$ cat src/design/stl_ram.sv
`timescale 1ns / 1ps

module stl_ram #(
  parameter int W     = 8,
  parameter int DEPTH = 256
) (
  input  logic                     clk,
  input  logic                     en,
  input  logic                     we,
  input  logic [$clog2(DEPTH)-1:0] addr,
  input  logic [W-1:0]             wdata,
  output logic [W-1:0]             rdata
);

  logic [W-1:0] mem [DEPTH];
  logic [W-1:0] rdata_r;

  always_ff @(posedge clk) begin
    if (en) begin
      if (we) begin
        mem[addr] <= wdata;
      end
      rdata_r <= mem[addr];
    end
  end

  assign rdata = rdata_r;

endmodule

$ cat config.mk
export PLATFORM = sky130hd
export DESIGN_NAME = stl_ram
export DESIGN_NICKNAME = d
export VERILOG_FILES = /design/src/design/stl_ram.sv
export SDC_FILE = /design/constraint.sdc
export NUM_CORES = 2
export LEC_CHECK = 0
export ABC_CLOCK_PERIOD_IN_PS = 4200
export BUFFER_PORTS_ARGS = -buffer_cell sky130_fd_sc_hd__buf_2
export CAP_MARGIN = 20
export CORE_MARGIN = 2
export CORE_UTILIZATION = 47
export CTS_CLUSTER_SIZE = 20
export DETAILED_ROUTE_END_ITERATION = 10
export HOLD_SLACK_MARGIN = 0.03
export MAX_ROUTING_LAYER = met4
export RECOVER_POWER = 25
export SLEW_MARGIN = 20
export SYNTH_ARGS = -nofsm -noshare
export SYNTH_HDL_FRONTEND = slang
export SYNTH_SLANG_ARGS = --single-unit
$ cat constraint.sdc
create_clock -name clk -period 4.2 [get_ports clk]
set_input_delay 0.42 -clock clk [delete_from_list [all_inputs] [get_ports clk]]
set_output_delay 0.42 -clock clk [all_outputs]
set_load 0.01 [all_outputs]
; ---- Word level (Yosys, flattened, before mapping)
; Memory sizes are Yosys's and may differ from the RTL's. A register that Yosys moved wholly into a read port is not among the register bits.
; Index checks and enable logic that the tools add are counted.
[word_totals]
ramBits = 2048
output_inout_bits = 8
ff_bits = 0
wordCells = 4
romBits = 0
mem_count = 1
in_bits = 19
latch_bits = 0
[classes]
div = 0
n_addsub = 0
mux = 3
bitwise_logic = 0
n_reduce_logical = 0
mul = 0
n_eq_ne = 0
shifts = 0
order_cmp = 0
[memory_table]
columns = name, words, word_bits, rd, rd_clocked_by_memory_dff, wr, line_no
row1 = mem, 256, 8, 1, 1, 1, 15  ; logic [W-1:0] mem [DEPTH];
[ops]
columns = cell, count
row1 = 2-to-1 mux 1 bit, 3

; ---- Depth between registers and ports, before layout
[depth]
word_depth = 3
mapped_depth = 9
depth_no_buf = 5

; ---- Worst setup path before layout
; OpenSTA, ideal clock, no wires.
[synth_timing]
path_type = in2reg
startpoint = in addr[0]
endpoint = mem mem[105][0] (enable)
cell_stages = 8
path_buffers = 5
setup_time_ns = 0.370
setup_slack_ns = 1.520
required_ns = 3.830
arrival_time_ns = 2.310
path_cell_list = clkbuf_1 buf_4 buf_4 buf_2 nor3b_1 nand2_1 clkbuf_1 nor2_1
[synth_rtl]
columns = item, line_no
row1 = start: declaration, 10  ; input logic [$clog2(DEPTH)-1:0] addr,
row2 = end: declaration, 15
; No word-level cell before the write port.

; ---- Worst setup path in the final report
[layout_timing]
startpoint = in wdata[3]
endpoint = mem mem[90][3] (data pin)
[layout_rtl]
columns = item, line_no
row1 = start: declaration, 11  ; input logic [W-1:0] wdata,
; No word-level cell before the write port.

==> results.env <==
RUN_STATUS='finished with violations'
FAILED_CHECKS='max-capacitance violations, max-slew violations'
FIRST_PASS_GRT_WIRE_LENGTH_UM=281000
VDD_IR_DROP_MAX_mV=0.466
SLOWEST_STAGE_DELAY_CP_NS=1.75
ROUTE.VIAS.TOTAL=38400
CRITICAL_PATH_CLASS='in -> reg'
SYNTH_SEQ_CELLS=2056
EFFECTIVE_UTILIZATION_AT_FLOORPLAN=0.474
DRIVE_GT1_FRAC=0.303
SEQ_POWER_SHARE=0.538
DR.PASS1.ITERS=5
CLOCK_LATENCY_REPORTED_FOR_THE_LATE_SIDE_OF_THE_WORST_SKEW_PAIR_NS=0.84
CTS_TREE='built'
PLACED_CELL_AREA_UM2=84000
MAX_CAP_CHECK_VIOLATION_COUNT=11
NUM_ROWS=149
DIEAREA_UM2=170000
POST_CTS_BUFFERS=0
CPMOSTUSEDCELL='sky130_fd_sc_hd__clkbuf_2'
SETUP_VIOLATIONS=0
CELL_TYPES_WITH_THE_HIGHEST_COUNTS_AFTER_SYNTHESIS='2056 x sky130_fd_sc_hd__edfxtp_1, 512 x sky130_fd_sc_hd__mux4_2, 259 x sky130_fd_sc_hd__nor2_1, 256 x sky130_fd_sc_hd__a22oi_1, 143 x sky130_fd_sc_hd__clkbuf_1'
SLEW_HEADROOM=-1.15
POSTROUTEANTENNANETS=0
FINALHOLDVIOLCOUNT=0
GLOBAL_ROUTE.USAGE.MET3=0.0426
HOLD_BUFFERS=0
SHARE_COMB_OF_TOTAL_POWER=0.046
NUMBER_OF_WARNINGS_PRINTED_DURING_YOSYS_SYNTHESIS=0
PLACE_CONGESTION=0.819
FIN_SKEW_NS=0.0300
PIN_COUNT_OF_THE_BIGGEST_NET_ENTERING_GLOBAL_ROUTING=153
CELLINTERNALPOWER_uW=33100
NUMBER_OF_SLEW_LIMIT_VIOLATIONS_IN_THE_FINAL_REPORT=904
CRIT_PATH_CELL_TRACE='clkbuf_2 -> clkbuf_2'
UTILIZATION_OF_THE_CORE_AFTER_ROUTING=0.546
SYNTH_TOP_FLOP_CELL='sky130_fd_sc_hd__edfxtp_1'
GRT_USE_MET1=0.338
CTS_SINKS=2056
PWR-SHARE-CLK=0.416
SYNTH_EDF_COUNT=2056
VIA_PER_INST=6.08
WORSTPATHBUFFERINVERTERCOUNT=2
FINAL_HOLD_SLACK_NS=0.137
P_LEAK_uW=0.0281
MAPPEDNETLISTAREA_UM2=78400
YS_SEQ_AREA_FRAC=0.788
YOSYS.AREA.TOP_TYPE_SHARE=0.788
FIN_NETS=3971
FILLERS=12400
POSTSYNTHCELLCOUNT=3525
GRT_ANTENNA_BEFORE_REPAIR=9
SWITCHINGPOWER_uW=9010
CLOCK_TREE.ROOT_CELL='sky130_fd_sc_hd__clkbuf_16'
SYNTH_AREA_PER_CELL_UM2=22.2
PATH_CLK_SLEW_NS=0.06
POST-ROUTE-MIN-PERIOD_NS=3.42
MET2_USAGE=0.369
ARRIVAL_NS=3.80
SW_FRAC_OF_TOTAL=0.214
CRITPATHTOPFAMILY='buffers and inverters'
IO-PIN-COUNT=27
WORST_SETUP_PATH_START_KIND='primary input'
TIMING.SETUP.TNS_NS=0
SYNTH_CELL_TYPES=21
DP_HPWL_UM=120000
ROUTEDWLPERCELL_UM=31.0
YS_ASYNC_SR_FRACTION=0
NUMBER_OF_DESIGN_RULE_VIOLATIONS_LEFT_BY_THE_FIRST_DETAILED_ROUTER_ITERATION=4980
TOP_USAGE_LAYER='met2'
CP.REQUIRED_NS=4.57
SYNTH.MOST_COMMON_CELL='sky130_fd_sc_hd__edfxtp_1'
DIE-HEIGHT_UM=412
OVERFLOW=0
SYNTH.NET_COUNT=3544
SYNTH_AREA_LEADER_CELL='sky130_fd_sc_hd__edfxtp_1'
CLOCKBUFFERDEPTH=3
FLOW.AREA_GROWTH_FROM_SYNTHESIS_PCT=15.3
HP-CLASS='in -> reg'
TIMING.FINAL.CRIT_SHARE=0.815
CP-END-KIND='flop'
CTSRESIZECOUNT=0
NUMCTSBUFFERS=204
PWR_DENSITY_CELL_nW_PER_UM2=466
LARGEST_CELLS_BY_AREA_AFTER_SYNTHESIS='sky130_fd_sc_hd__edfxtp_1 79%, sky130_fd_sc_hd__mux4_2 15%, sky130_fd_sc_hd__a22oi_1 2.5%, sky130_fd_sc_hd__nor2_1 1.2%, sky130_fd_sc_hd__a21oi_1 0.82%'
WORST-SLEW-PIN-TRANSITION_NS=3.23
DRT_DRC_VIOLATIONS_LEFT=0
CTS_MAX_LEVEL=4
GRT.TOTAL_USAGE=0.239
CRIT_PATH_TOP_DELAY_CELL='sky130_fd_sc_hd__clkbuf_2'
CORE_AR_UM2=165000
CLOCK.FMAX_MHz=292
GRT_PASS1_VIAS=38300
PORT-BUFFER-COUNT=26
POSTLAYOUTCELLAREA_UM2=90300
WIRELENGTH_UM=196000
DIE_WIDTH_UM=412
CRIT_FANOUT=108
GRT_SETUP_UNREPAIRED='false'
-- path summary, 6_finish.rpt --
check	from	end	slack, ns	cells after the start
max	wdata[3]	mem[90][3]$_DFFE_PP_	0.78	2
min reg2reg	mem[78][2]$_DFFE_PP_	rdata[2]$_DFFE_PP_	1.08	5
min	wdata[4]	mem[91][4]$_DFFE_PP_	0.14	1
max reg2reg	mem[47][6]$_DFFE_PP_	rdata[6]$_DFFE_PP_	1.29	6
-- routing by layer --
layer / share of wire / vias up
li1: - / 15900
met1: 0.42 / 20700
met2: 0.48 / 1616
met3: 0.079 / 260
met4: 0.018 / 0
met5: 0 / -
-- cell families after synthesis --
kind of cell / Yosys count / synth area share
flops: 2056 / 0.788
mux: 512 / 0.147
compound gates: 416 / 0.0363
simple gates: 316 / 0.0160
buf+inv: 225 / 0.0127
-- state kept, by name, summed over array words and instances, names as in the netlist --
signal and cells:
mem 2048, rdata 8
-- cell usage in the layout, fill, tap and decap left out, types with 2 or more instances in the layout --
cell                            synthesis  layout
sky130_fd_sc_hd__clkinv_16              0       4
sky130_fd_sc_hd__nand4_1                8       8
sky130_fd_sc_hd__nor2b_4                0       2
sky130_fd_sc_hd__mux4_2               512     512
sky130_fd_sc_hd__inv_6                  0       4
sky130_fd_sc_hd__clkinv_4               0       5
sky130_fd_sc_hd__nor2b_1                6       4
sky130_fd_sc_hd__nor3b_1                2       2
sky130_fd_sc_hd__a22oi_1              256     256
sky130_fd_sc_hd__buf_8                  0       3
sky130_fd_sc_hd__nand2_2                0      16
sky130_fd_sc_hd__a21oi_1              128     128
sky130_fd_sc_hd__buf_2                 39      15
sky130_fd_sc_hd__clkinv_8               0       3
sky130_fd_sc_hd__clkbuf_1             143      58
sky130_fd_sc_hd__clkinv_2               0      35
sky130_fd_sc_hd__nor2_1               259     258
sky130_fd_sc_hd__buf_12                 0      32
sky130_fd_sc_hd__dlygate4sd3_1          0       2
sky130_fd_sc_hd__clkinv_1               0      45
sky130_fd_sc_hd__nand3_1                4       4
sky130_fd_sc_hd__o41ai_1               32      32
sky130_fd_sc_hd__clkbuf_16              0     204
sky130_fd_sc_hd__bufinv_16              0      13
sky130_fd_sc_hd__clkbuf_2               0       7
sky130_fd_sc_hd__inv_16                 0       4
sky130_fd_sc_hd__buf_16                 0       2
sky130_fd_sc_hd__edfxtp_1            2056    2056
sky130_fd_sc_hd__clkinvlp_4             0       7
sky130_fd_sc_hd__nand2b_2               0       2
sky130_fd_sc_hd__buf_4                 12     377
sky130_fd_sc_hd__nand2_1               30      14
sky130_fd_sc_hd__diode_2                0       4
-- stage by stage --
| step | total power (uW) | setup slack (ns) | instances |
|---|---|---|---|
| after floorplan | 24000 | 1.52 | 3525 |
| after global placement | 25000 | 0.155 | 5931 |
| after detailed placement | 25000 | 0.181 | 5931 |
| after CTS | 42400 | 1.09 | 6305 |
| after global routing | 43300 | 0.481 | 6312 |
| final | 42100 | 0.775 | 6313 |
-- area by class of cell --
class / instances / area (um^2) / share of cell area
sequential: 2056 / 61700 / 0.684
multi-input combinational: 1244 / 15700 / 0.174
clock buffer: 254 / 5290 / 0.0586
timing repair buffer: 446 / 3730 / 0.0413
tap: 2189 / 2740 / 0.0303
clock inverter: 120 / 1110 / 0.0123
antenna: 4 / 10.0 / 0.000111
-- power by group through the flow --
stage                     combinational [uW]  sequential [uW]  clock [uW]
after floorplan                          969            23100           0
after global routing                    2040            22600       18600
final                                   1930            22700       17500
after CTS                               1960            22600       17800
after global placement                  1930            23100           0
after detailed placement                1950            23100           0
Note: power is estimated with default switching activity, not from simulation.
