[src/design/stl_pkg.sv]
`timescale 1ns / 1ps

package stl_pkg;

  typedef enum logic [1:0] {
    ACT_TILE   = 2'd0,
    ACT_MAP    = 2'd1,
    ACT_COLOUR = 2'd2,
    ACT_RENDER = 2'd3
  } action_t;

  localparam logic [1:0] CFG_SCROLL_X = 2'd0;
  localparam logic [1:0] CFG_SCROLL_Y = 2'd1;
  localparam logic [1:0] CFG_ENABLE   = 2'd2;

  localparam int unsigned CFG_INDEX_W = 2;
  localparam int unsigned CFG_DATA_W  = 16;

  localparam logic [7:0]  LINE_OFFSET   = 8'd16;
  localparam logic [19:0] COLOUR_DEPTH  = 20'd512;

  typedef struct packed {
    action_t     action;
    logic [18:0] address;
    logic [7:0]  load_data;
    logic [7:0]  screen_x;
    logic [7:0]  screen_y;
  } in_t;

  typedef struct packed {
    logic [5:0] pen;
    logic [7:0] frame_col;
    logic [7:0] frame_row;
  } out_t;

  // fields carried down the pixel pipeline
  typedef struct packed {
    action_t     action;
    logic [18:0] addr;
    logic [7:0]  data;
    logic [7:0]  frame_col;
    logic [7:0]  frame_row;
    logic        en;
    logic [2:0]  row;
    logic [4:0]  iy;
    logic [4:0]  sub;
    logic [4:0]  fy;
    logic [4:0]  fx;
    logic [3:0]  group;
  } stage_t;

endpackage

[src/design/stl_obuf.sv]
`timescale 1ns / 1ps

module stl_obuf (
  input  logic          clk,
  input  logic          rst_n,
  input  logic          push,
  input  stl_pkg::out_t push_data,
  output logic          full,
  output logic          out_valid,
  input  logic          out_stall,
  output stl_pkg::out_t out_data
);

  stl_pkg::out_t ent_r [2];
  logic [1:0]    cnt_r, cnt_nxt;
  logic          wr_ptr_r, rd_ptr_r;
  logic          pop;

  assign out_valid = (cnt_r != 2'd0);
  assign full      = (cnt_r == 2'd2);
  assign pop       = out_valid && !out_stall;
  assign out_data  = ent_r[rd_ptr_r];
  assign cnt_nxt   = 2'(cnt_r + {1'b0, push} - {1'b0, pop});

  always_ff @(posedge clk) begin
    if (!rst_n) begin
      cnt_r    <= 2'd0;
      wr_ptr_r <= 1'b0;
      rd_ptr_r <= 1'b0;
    end else begin
      cnt_r <= cnt_nxt;
      if (push) begin
        wr_ptr_r <= ~wr_ptr_r;
      end
      if (pop) begin
        rd_ptr_r <= ~rd_ptr_r;
      end
    end
  end

  always_ff @(posedge clk) begin
    if (push) begin
      ent_r[wr_ptr_r] <= push_data;
    end
  end

endmodule

[config.mk]
export PLATFORM = sky130hd
export DESIGN_NAME = stl_obuf
export DESIGN_NICKNAME = d
export VERILOG_FILES = /design/src/design/stl_pkg.sv /design/src/design/stl_obuf.sv
export SDC_FILE = /design/constraint.sdc
export NUM_CORES = 1
export LEC_CHECK = 0
export BUFFER_PORTS_ARGS = -buffer_cell sky130_fd_sc_hd__buf_4
export CAP_MARGIN = 20
export CORE_ASPECT_RATIO = 1.5
export CORE_MARGIN = 2
export CORE_UTILIZATION = 35
export CTS_CLUSTER_SIZE = 14
export DETAILED_ROUTE_END_ITERATION = 6
export PLACE_DENSITY = 0.58
export SKIP_CTS_REPAIR_TIMING = 1
export SLEW_MARGIN = 40
export SYNTH_ARGS = -nofsm -noshare
export SYNTH_HDL_FRONTEND = slang
export SYNTH_SLANG_ARGS = --single-unit
[constraint.sdc]
create_clock -name clk -period 2.2 [get_ports clk]
set_input_delay 0 -clock clk [delete_from_list [all_inputs] [get_ports clk]]
set_output_delay 0 -clock clk [all_outputs]
set_load 0.01 [all_outputs]
======== Yosys cells after proc, flatten, opt, wreduce, memory -nomap -nowiden ========
Memory sizes are Yosys's and may differ from the RTL's. A register that Yosys moved wholly into a read port is not among the register bits.
Cells that the tools add are included.
word-level totals
  flip-flop bits (word level) ............. 4
  latch bits .............................. 0
  RAM bits ................................ 44
  ROM bits ................................ 0
  bits of input ports ..................... 26
  output and inout bits ................... 24
  memories ................................ 1
operators by class
  add/sub/neg operators ................... 2
  multipliers ............................. 0
  div/mod/pow operators ................... 0
  $lt $le $gt $ge ......................... 0
  equality and inequality tests ........... 1
  shift-type cells ........................ 0
  muxes and demuxes ....................... 4
  bitwise logic cells ..................... 2
  reduce and logical (&&, ||, !) cells .... 3
memories
  memory  words  bits a word  rd ports  clocked after Yosys merged registers in  wr ports  RTL line        source
  ent_r   2      22           1         1                                        1         stl_obuf.sv:14  stl_pkg::out_t ent_r [2];
operator list
  cell                                        count
  2-to-1 mux 1 bit                            4
  adder 2 x 1 -> 2 bit                        1
  equality test 2 bit, second input constant  1
  inverter 1 bit                              2
  nonzero test 2 bit                          1
  subtractor 2 x 1 -> 2 bit                   1
  logical AND 1 bit                           1
  logical NOT 1 bit                           1

======== Depth between registers and ports, before layout ========
Gate-level depths: netlist of run 1.
  depth after elaboration ................. 4
  mapped depth ............................ 6

======== Worst setup path after synthesis of run 1 ========
No wires, ideal clock.
  kind .................................... register -> register
  from .................................... register wr_ptr_r
  to ...................................... memory ent_r[0][0] (netlist name) (enable)
  setup time .............................. 0.405 ns
  arrival time ............................ 1.340 ns
  slack ................................... 0.455 ns
  stages on the path, launching flop included .. 2
  buffers on the path ..................... 0
  cells stage by stage .................... dfxtp_1 > nor2b_1
RTL lines
  what                    RTL line        source
  from (decl)             stl_obuf.sv:16  logic wr_ptr_r, rd_ptr_r;
  from (signal assigned)  stl_obuf.sv:33  wr_ptr_r <= ~wr_ptr_r;
  to (decl)               stl_obuf.sv:14
Straight into the memory's write port.

======== Worst setup path after layout of run 1 ========
  from .................................... register cnt_r[1]
  to ...................................... register cnt_r[1]
on the way
  cells in the longest elaborated chain, start to end .. 3
  elaborated cells between the ends (all ways) .. 4
ends and longest elaborated chain
  what                       RTL line        source
  from (decl)                stl_obuf.sv:15  logic [1:0] cnt_r, cnt_nxt;
  from (signal assigned)     stl_obuf.sv:31  cnt_r <= cnt_nxt;
  nonzero test 2 bit         stl_obuf.sv:19  assign out_valid = (cnt_r != 2'd0);
  logical AND 1 bit          stl_obuf.sv:21  assign pop = out_valid && !out_stall;
  net pop                    stl_obuf.sv:17  logic pop;
  subtractor 2 x 1 -> 2 bit  stl_obuf.sv:23  assign cnt_nxt = 2'(cnt_r + {1'b0, push} - {1'b0, pop});
The timed path passes the listed nets, and every way through them passes these cells.
A chain may end at the register's enable or synchronous reset.

==> results.ini, run 1 <==
[outcome]
outcome=finished clean

[detailed_routing]
avgViaCountPerCell=4.28
drtIter0Drc=22
drt-pass1-iter-count=4
drt_wl_total_um=3260
ant_nets=0
drc=0
avgRoutedWirePerCell_um=13.4
vias=1040

[synth]
syn_area_mm2=0.00191
synth_fp_nets=119
ys_warn_count=0
avgSynthCellArea_um2=21.0
syn_inst=91
synth_cell_types=16
ys_seq_area_share_pct=74.3
yosysTopAreaCell=edfxtp_1
synth-seq-cells=49
synthTopCellsByArea=edfxtp_1 (69%), mux2_4 (16%), dfxtp_1 (5.2%)
synth_top_area_share_pct=69.1

[cts]
root_buffer=clkbuf_8
tritoncts=yes
htree_levels=2
path_clk_slew_ps=80
clk_latency_ps=290
clkSinkCount=49
clk_path_buf_depth=2
numCtsBuffers=5

[sta]
fin_crit_ps=1520
final-setup-viol-count=0
finalCritPeriodShare_pct=68.9
rsz0062_at_grt=no
whs_ps=52.9
fin_skew_ps=5.44
setup_tns_ps=0
finalHoldViolations=0
fmax_ghz=0.660
worst_pin_slew_ps=412
slew_violations=0
max_slew_margin_pct=72.4

[setup_path]
crit_arrival_ps=1740
setup.worst_path.end_class=flip-flop
critPathLaunchType=flip-flop
worstPathRequired_ps=2430
worstReg2RegStart=cnt_r[1]
cp_max_fo=4
crit_type=reg2reg
reg2regPathDepth=6
rrSetupSlack_ps=680
r2r-end=cnt_r[1]

[min_path]
min-delay-start=push
hp-class=in2reg
min_to=wr_ptr_r
min_delay_path_depth=3

[floorplan]
rows=33
die_height_um=94.6
start_util_pct=35.6
ioPinCount=50
core_mm2=0.00537
design.die.area_mm2=0.00609
fp.dieW_um=64.4

[grt]
grt_start_max_net_pins=23
track_usage_pct=10.8
grt_pass1_vias=995
antenna_found_initial=0
grt_overflow=0
grt_pass1_wl_um=4750

[power]
power_density_mw_per_mm2=859
irDropWorstVdd_mv=0.479
cellLeakagePower_nw=1.08

[final_layout]
drive_gt1_share_pct=46.8
fin_nets=200
n_antenna_cell=0
area_growth_pct=40.6

[job]
cap_violations=0

[placement]
hpwl_um=2260
port_buffers=49
gp_congestion=0.642

## layout by cell type (no fill, tap or decap)
cell type and n:
buf_4 53, and2_1 2, xnor3_1 1, nand2b_1 1, or2_1 1, clkbuf_8 5
o21ba_2 1, clkinv_1 2, dlygate4sd3_1 23, o21a_1 1, mux2i_1 2, dfxtp_1 5
nand2_1 1, nor2b_2 1, mux2_1 2, ha_1 2, clkinv_2 1, nor2b_1 3
mux2_4 20, edfxtp_1 44, inv_1 2
## power by group
group	internal, W	leakage (nW)	total [W]	switching, W
clock network	0.000214	0.0430	0.000477	0.000263
registers	0.00109	0.454	0.00113	0.0000343
logic	0.000427	0.578	0.000708	0.000281
total	0.00173	1.08	0.00231	0.000578
## cell families (layout without fill, tap and decap cells)
| logic type | after synthesis | in the layout | share of synthesized area [%] |
|---|---|---|---|
| flip-flops | 49 | 49 | 74.3 |
| multiplexers | 24 | 24 | 17.9 |
| AND/OR/NAND/NOR | 9 | 9 | 2.81 |
| buffers and inverters | 4 | 86 | 1.57 |
| adder cells (fa/ha/maj) | 2 | 2 | 1.31 |
| AO/OA/AOI/OAI | 2 | 2 | 0.916 |
| XOR/XNOR | 1 | 1 | 1.18 |
## through the flow
step / worst slack, ps / util (%) / instances / cell area, µm² / power [W]
4_1_cts: 696 / 45.8 / 220 / 2460 / 0.00231
5_1_grt: 582 / 50.1 / 243 / 2690 / 0.00243
6_report: 684 / 50.1 / 243 / 2690 / 0.00231
3_3_place_gp: 824 / 44.3 / 212 / 2380 / 0.00180
2_1_floorplan: 455 / - / 91 / 1910 / 0.00157
3_5_place_dp: 721 / 44.3 / 212 / 2380 / 0.00183
## sequential cells by signal, indices dropped and copies added, names as in the netlist, named ones only
name	cells
cnt_r	2
ent_r	44
rd_ptr_r	1
wr_ptr_r	1
## area by class of cell
class | count | area, µm²
timing repair buffer | 76 | 628
sequential | 49 | 1420
fill | 485 | 2680
multi-input combinational | 38 | 464
inverter | 2 | 7.51
clock buffer | 5 | 68.8
clock inverter | 3 | 12.5
tap | 70 | 87.6
## metal layers
layer  up-vias  GRT usage [%]  part of all wire [%]
met2        27           20.4                    55
li1        506              -                     -
met3         5           3.46                   4.0
met1       502           10.4                    39
met4         0           4.79                   1.9
met5         -              0                     0
## synth_stat cells (all sizes together)
cell type and number:
and2 2, buf 2, dfxtp 5, edfxtp 44, ha 2, inv 2
mux2 22, mux2i 2, nand2 1, nand2b 1, nor2b 4, o21a 1
o21ba 1, or2 1, xnor3 1
## critical path, cell delays in order, from the launching register on
cell and delay, ps:
dfxtp_1 350, o21ba_2 260, ha_1 270, inv_1 60, ha_1 160, xnor3_1 220, nor2b_1 130
## worst max path at each step
stage | depth (start not counted) | end | slack (ps) | startpoint
floorplan | 1 | ent_r[0][0] | 460 | wr_ptr_r
global route | 6 | cnt_r[1] | 580 | cnt_r[1]
finish | 6 | cnt_r[1] | 680 | cnt_r[1]
CTS | 6 | cnt_r[1] | 700 | cnt_r[1]
detailed placement | 6 | cnt_r[1] | 720 | cnt_r[1]
global placement | 6 | cnt_r[1] | 820 | cnt_r[1]
Note: power is estimated with default switching activity, not from simulation.
==> inputs of run 2 (changes only) <==
- clock period: 2.2 -> 1.5 ns (I/O delays scaled with it)
==> run 2 against run 1 <==
Global-route usage hardly changed. Largest cell class unchanged. Utilization grew 0.93 points. First-iteration DRC count decreased by 41%. Combinational power rose by 54%. Maximum frequency up 6.6%. Sequential power up 47%. Cell area increased by 1.9%. Power is 50% higher. Clock skew increased by 1.1 ps. Hold slack got worse by 14 ps. Highest routed layer unchanged. Sequential share of layout area decreased by 0.78 points. Die area stayed put.
==> results.ini, run 2 (synthesized netlist as in run 1, its figures left out) <==
[outcome]
outcome=finished clean  ; unchanged

[sta]
setup_tns_ps=0  ; unchanged
max_slew_margin_pct=84.3  ; was 72.4%
slew_violations=0  ; unchanged
fin_skew_ps=6.54  ; was 5.44 ps
finalCritPeriodShare_pct=94.8  ; was 68.9%
fin_crit_ps=1420  ; was 1520 ps
final-setup-viol-count=0  ; unchanged
worst_pin_slew_ps=235  ; was 412 ps
fmax_ghz=0.703  ; was 0.660 GHz
finalHoldViolations=0  ; unchanged
whs_ps=39.1  ; was 52.9 ps

[setup_path]
cp_max_fo=3  ; was 4
crit_cells=6  ; unchanged
crit_type=reg2reg  ; unchanged
worstPathRequired_ps=1710  ; was 2430 ps
crit_arrival_ps=1640  ; was 1740 ps
cp_slowest_cell=dfxtp_2  ; was dfxtp_1
reg2regPathDepth=6  ; unchanged
critPathLaunchType=flip-flop  ; unchanged
setup.worst_path.end_class=flip-flop  ; unchanged
cp_top_family=adder cells  ; unchanged
cp_slowest_stage_delay_ps=340  ; was 350 ps
worst-path-buf-inv=1  ; unchanged
cp_cell_sequence=o21ba_4 > ha_1 > inv_1 > ha_2 > xnor3_1 > nor2b_1  ; was o21ba_2 > ha_1 > inv_1 > ha_1 > xnor3_1 > nor2b_1

[floorplan]
design.die.area_mm2=0.00609  ; unchanged
fp.dieW_um=64.4  ; unchanged
ioPinCount=50  ; unchanged
rows=33  ; unchanged
core_mm2=0.00537  ; unchanged
start_util_pct=35.6  ; unchanged
die_height_um=94.6  ; unchanged

[grt]
grt_pass1_vias=1049  ; was 995
track_usage_pct=10.8  ; about the same
antenna_found_initial=0  ; unchanged
grt_overflow=0  ; unchanged
grt_start_max_net_pins=15  ; was 23
grt_pass1_wl_um=4770  ; was 4750 µm

[final_layout]
fillCellCount=468  ; was 485
fin_nets=205  ; was 200
layout_commonest_cell=buf_4  ; unchanged
regMostFlops=ent_r  ; unchanged
drive_gt1_share_pct=49.4  ; was 46.8%
area_growth_pct=43.2  ; was 40.6%
largest_reg_flops=44  ; unchanged
final_cell_mix=buf_4 (58), edfxtp_1 (44), dlygate4sd3_1 (23), mux2_4 (20), clkbuf_8 (5)  ; was buf_4 (53), edfxtp_1 (44), dlygate4sd3_1 (23), mux2_4 (20)
n_antenna_cell=0  ; unchanged
top_regs=ent_r x44, cnt_r x2  ; unchanged

[detailed_routing]
avgRoutedWirePerCell_um=13.0  ; was 13.4 µm
vias=1051  ; was 1,040
drt_wl_total_um=3220  ; was 3260 µm
avgViaCountPerCell=4.24  ; was 4.28
ant_nets=0  ; unchanged
drt-pass1-iter-count=4  ; unchanged
drc=0  ; unchanged
drtIter0Drc=13  ; was 22

[cts]
clk_latency_ps=290  ; about the same
root_buffer=clkbuf_8  ; unchanged
path_clk_slew_ps=80  ; about the same
clk_path_buf_depth=2  ; unchanged
clkSinkCount=49  ; unchanged
tritoncts=yes  ; unchanged
numCtsBuffers=5  ; unchanged
htree_levels=2  ; unchanged

[placement]
gp_congestion=0.644  ; was 0.642
port_buffers=49  ; unchanged
hpwl_um=2340  ; was 2260 µm

[power]
irDropWorstVdd_mv=0.728  ; was 0.479 mV
netSwitchingFraction_pct=24.1  ; was 25.0%
p_sw_w=0.000833  ; was 0.000578 W
cellLeakagePower_nw=1.10  ; was 1.08 nW
power_frac_clock_pct=20.3  ; was 20.6%
internal-power_w=0.00262  ; was 0.00173 W
power_density_mw_per_mm2=1260  ; was 859 mW/mm²
power_frac_seq_pct=48.1  ; was 48.7%
combPwrFrac_pct=31.6  ; was 30.6%

[min_path]
hp-class=in2reg  ; unchanged
min_delay_path_depth=3  ; unchanged

[job]
cap_violations=0  ; unchanged

==> run 2: power by group through the flow <==
stage          Combinational (W)  Clock, W  Sequential, W
2_1_floorplan           0.000621         0        0.00168
3_3_place_gp            0.000971         0        0.00167
3_5_place_dp             0.00100         0        0.00168
4_1_cts                  0.00101  0.000733        0.00165
5_1_grt                  0.00119  0.000786        0.00167
6_report                 0.00109  0.000701        0.00166
==> run 2: worst paths after layout <==
kind / from / to / slack, ps
max: cnt_r[0] / cnt_r[1] / 80
min: push / wr_ptr_r / 40
max reg2reg: cnt_r[0] / cnt_r[1] / 80
min reg2reg: rd_ptr_r / rd_ptr_r / 500
==> run 2: worst register-to-register path, stage by stage, from the launching register on <==
cell	delay, ps
dfxtp_2	340
o21ba_4	210
ha_1	260
inv_1	60
ha_2	160
xnor3_1	200
nor2b_1	120
==> run 2: layout make-up <==
class                      count  area (µm²)  share of cell area [%]
timing repair buffer          81         666                    24.3
clock buffer                   8        80.1                    2.92
multi-input combinational     38         473                    17.3
inverter                       2        7.51                   0.274
tap                           70        87.6                    3.20
sequential                    49        1430                    52.1
==> run 2: routing by layer <==
layer / routed length, µm / share of wire [%] / track usage (%) / vias to the layer above
met3: 151 / 4.7 / 3.69 / 5
met4: 69 / 2.1 / 5.32 / 0
met5: 0 / 0 / 0 / -
li1: - / - / - / 513
met2: 1880 / 58 / 20.7 / 27
met1: 1120 / 35 / 9.83 / 506
==> run 2: per-stage QoR <==
step / area (µm²) / instances / power, W / util [%] / worst slack (ps)
floorplan: 1920 / 91 / 0.00230 / - / 150
global placement: 2390 / 214 / 0.00264 / 44.6 / 132
detailed placement: 2390 / 214 / 0.00269 / 44.6 / 36.8
CTS: 2470 / 222 / 0.00339 / 46.1 / 14.0
global route: 2740 / 248 / 0.00365 / 51.0 / -3.48
finish: 2740 / 248 / 0.00345 / 51.0 / 77.9
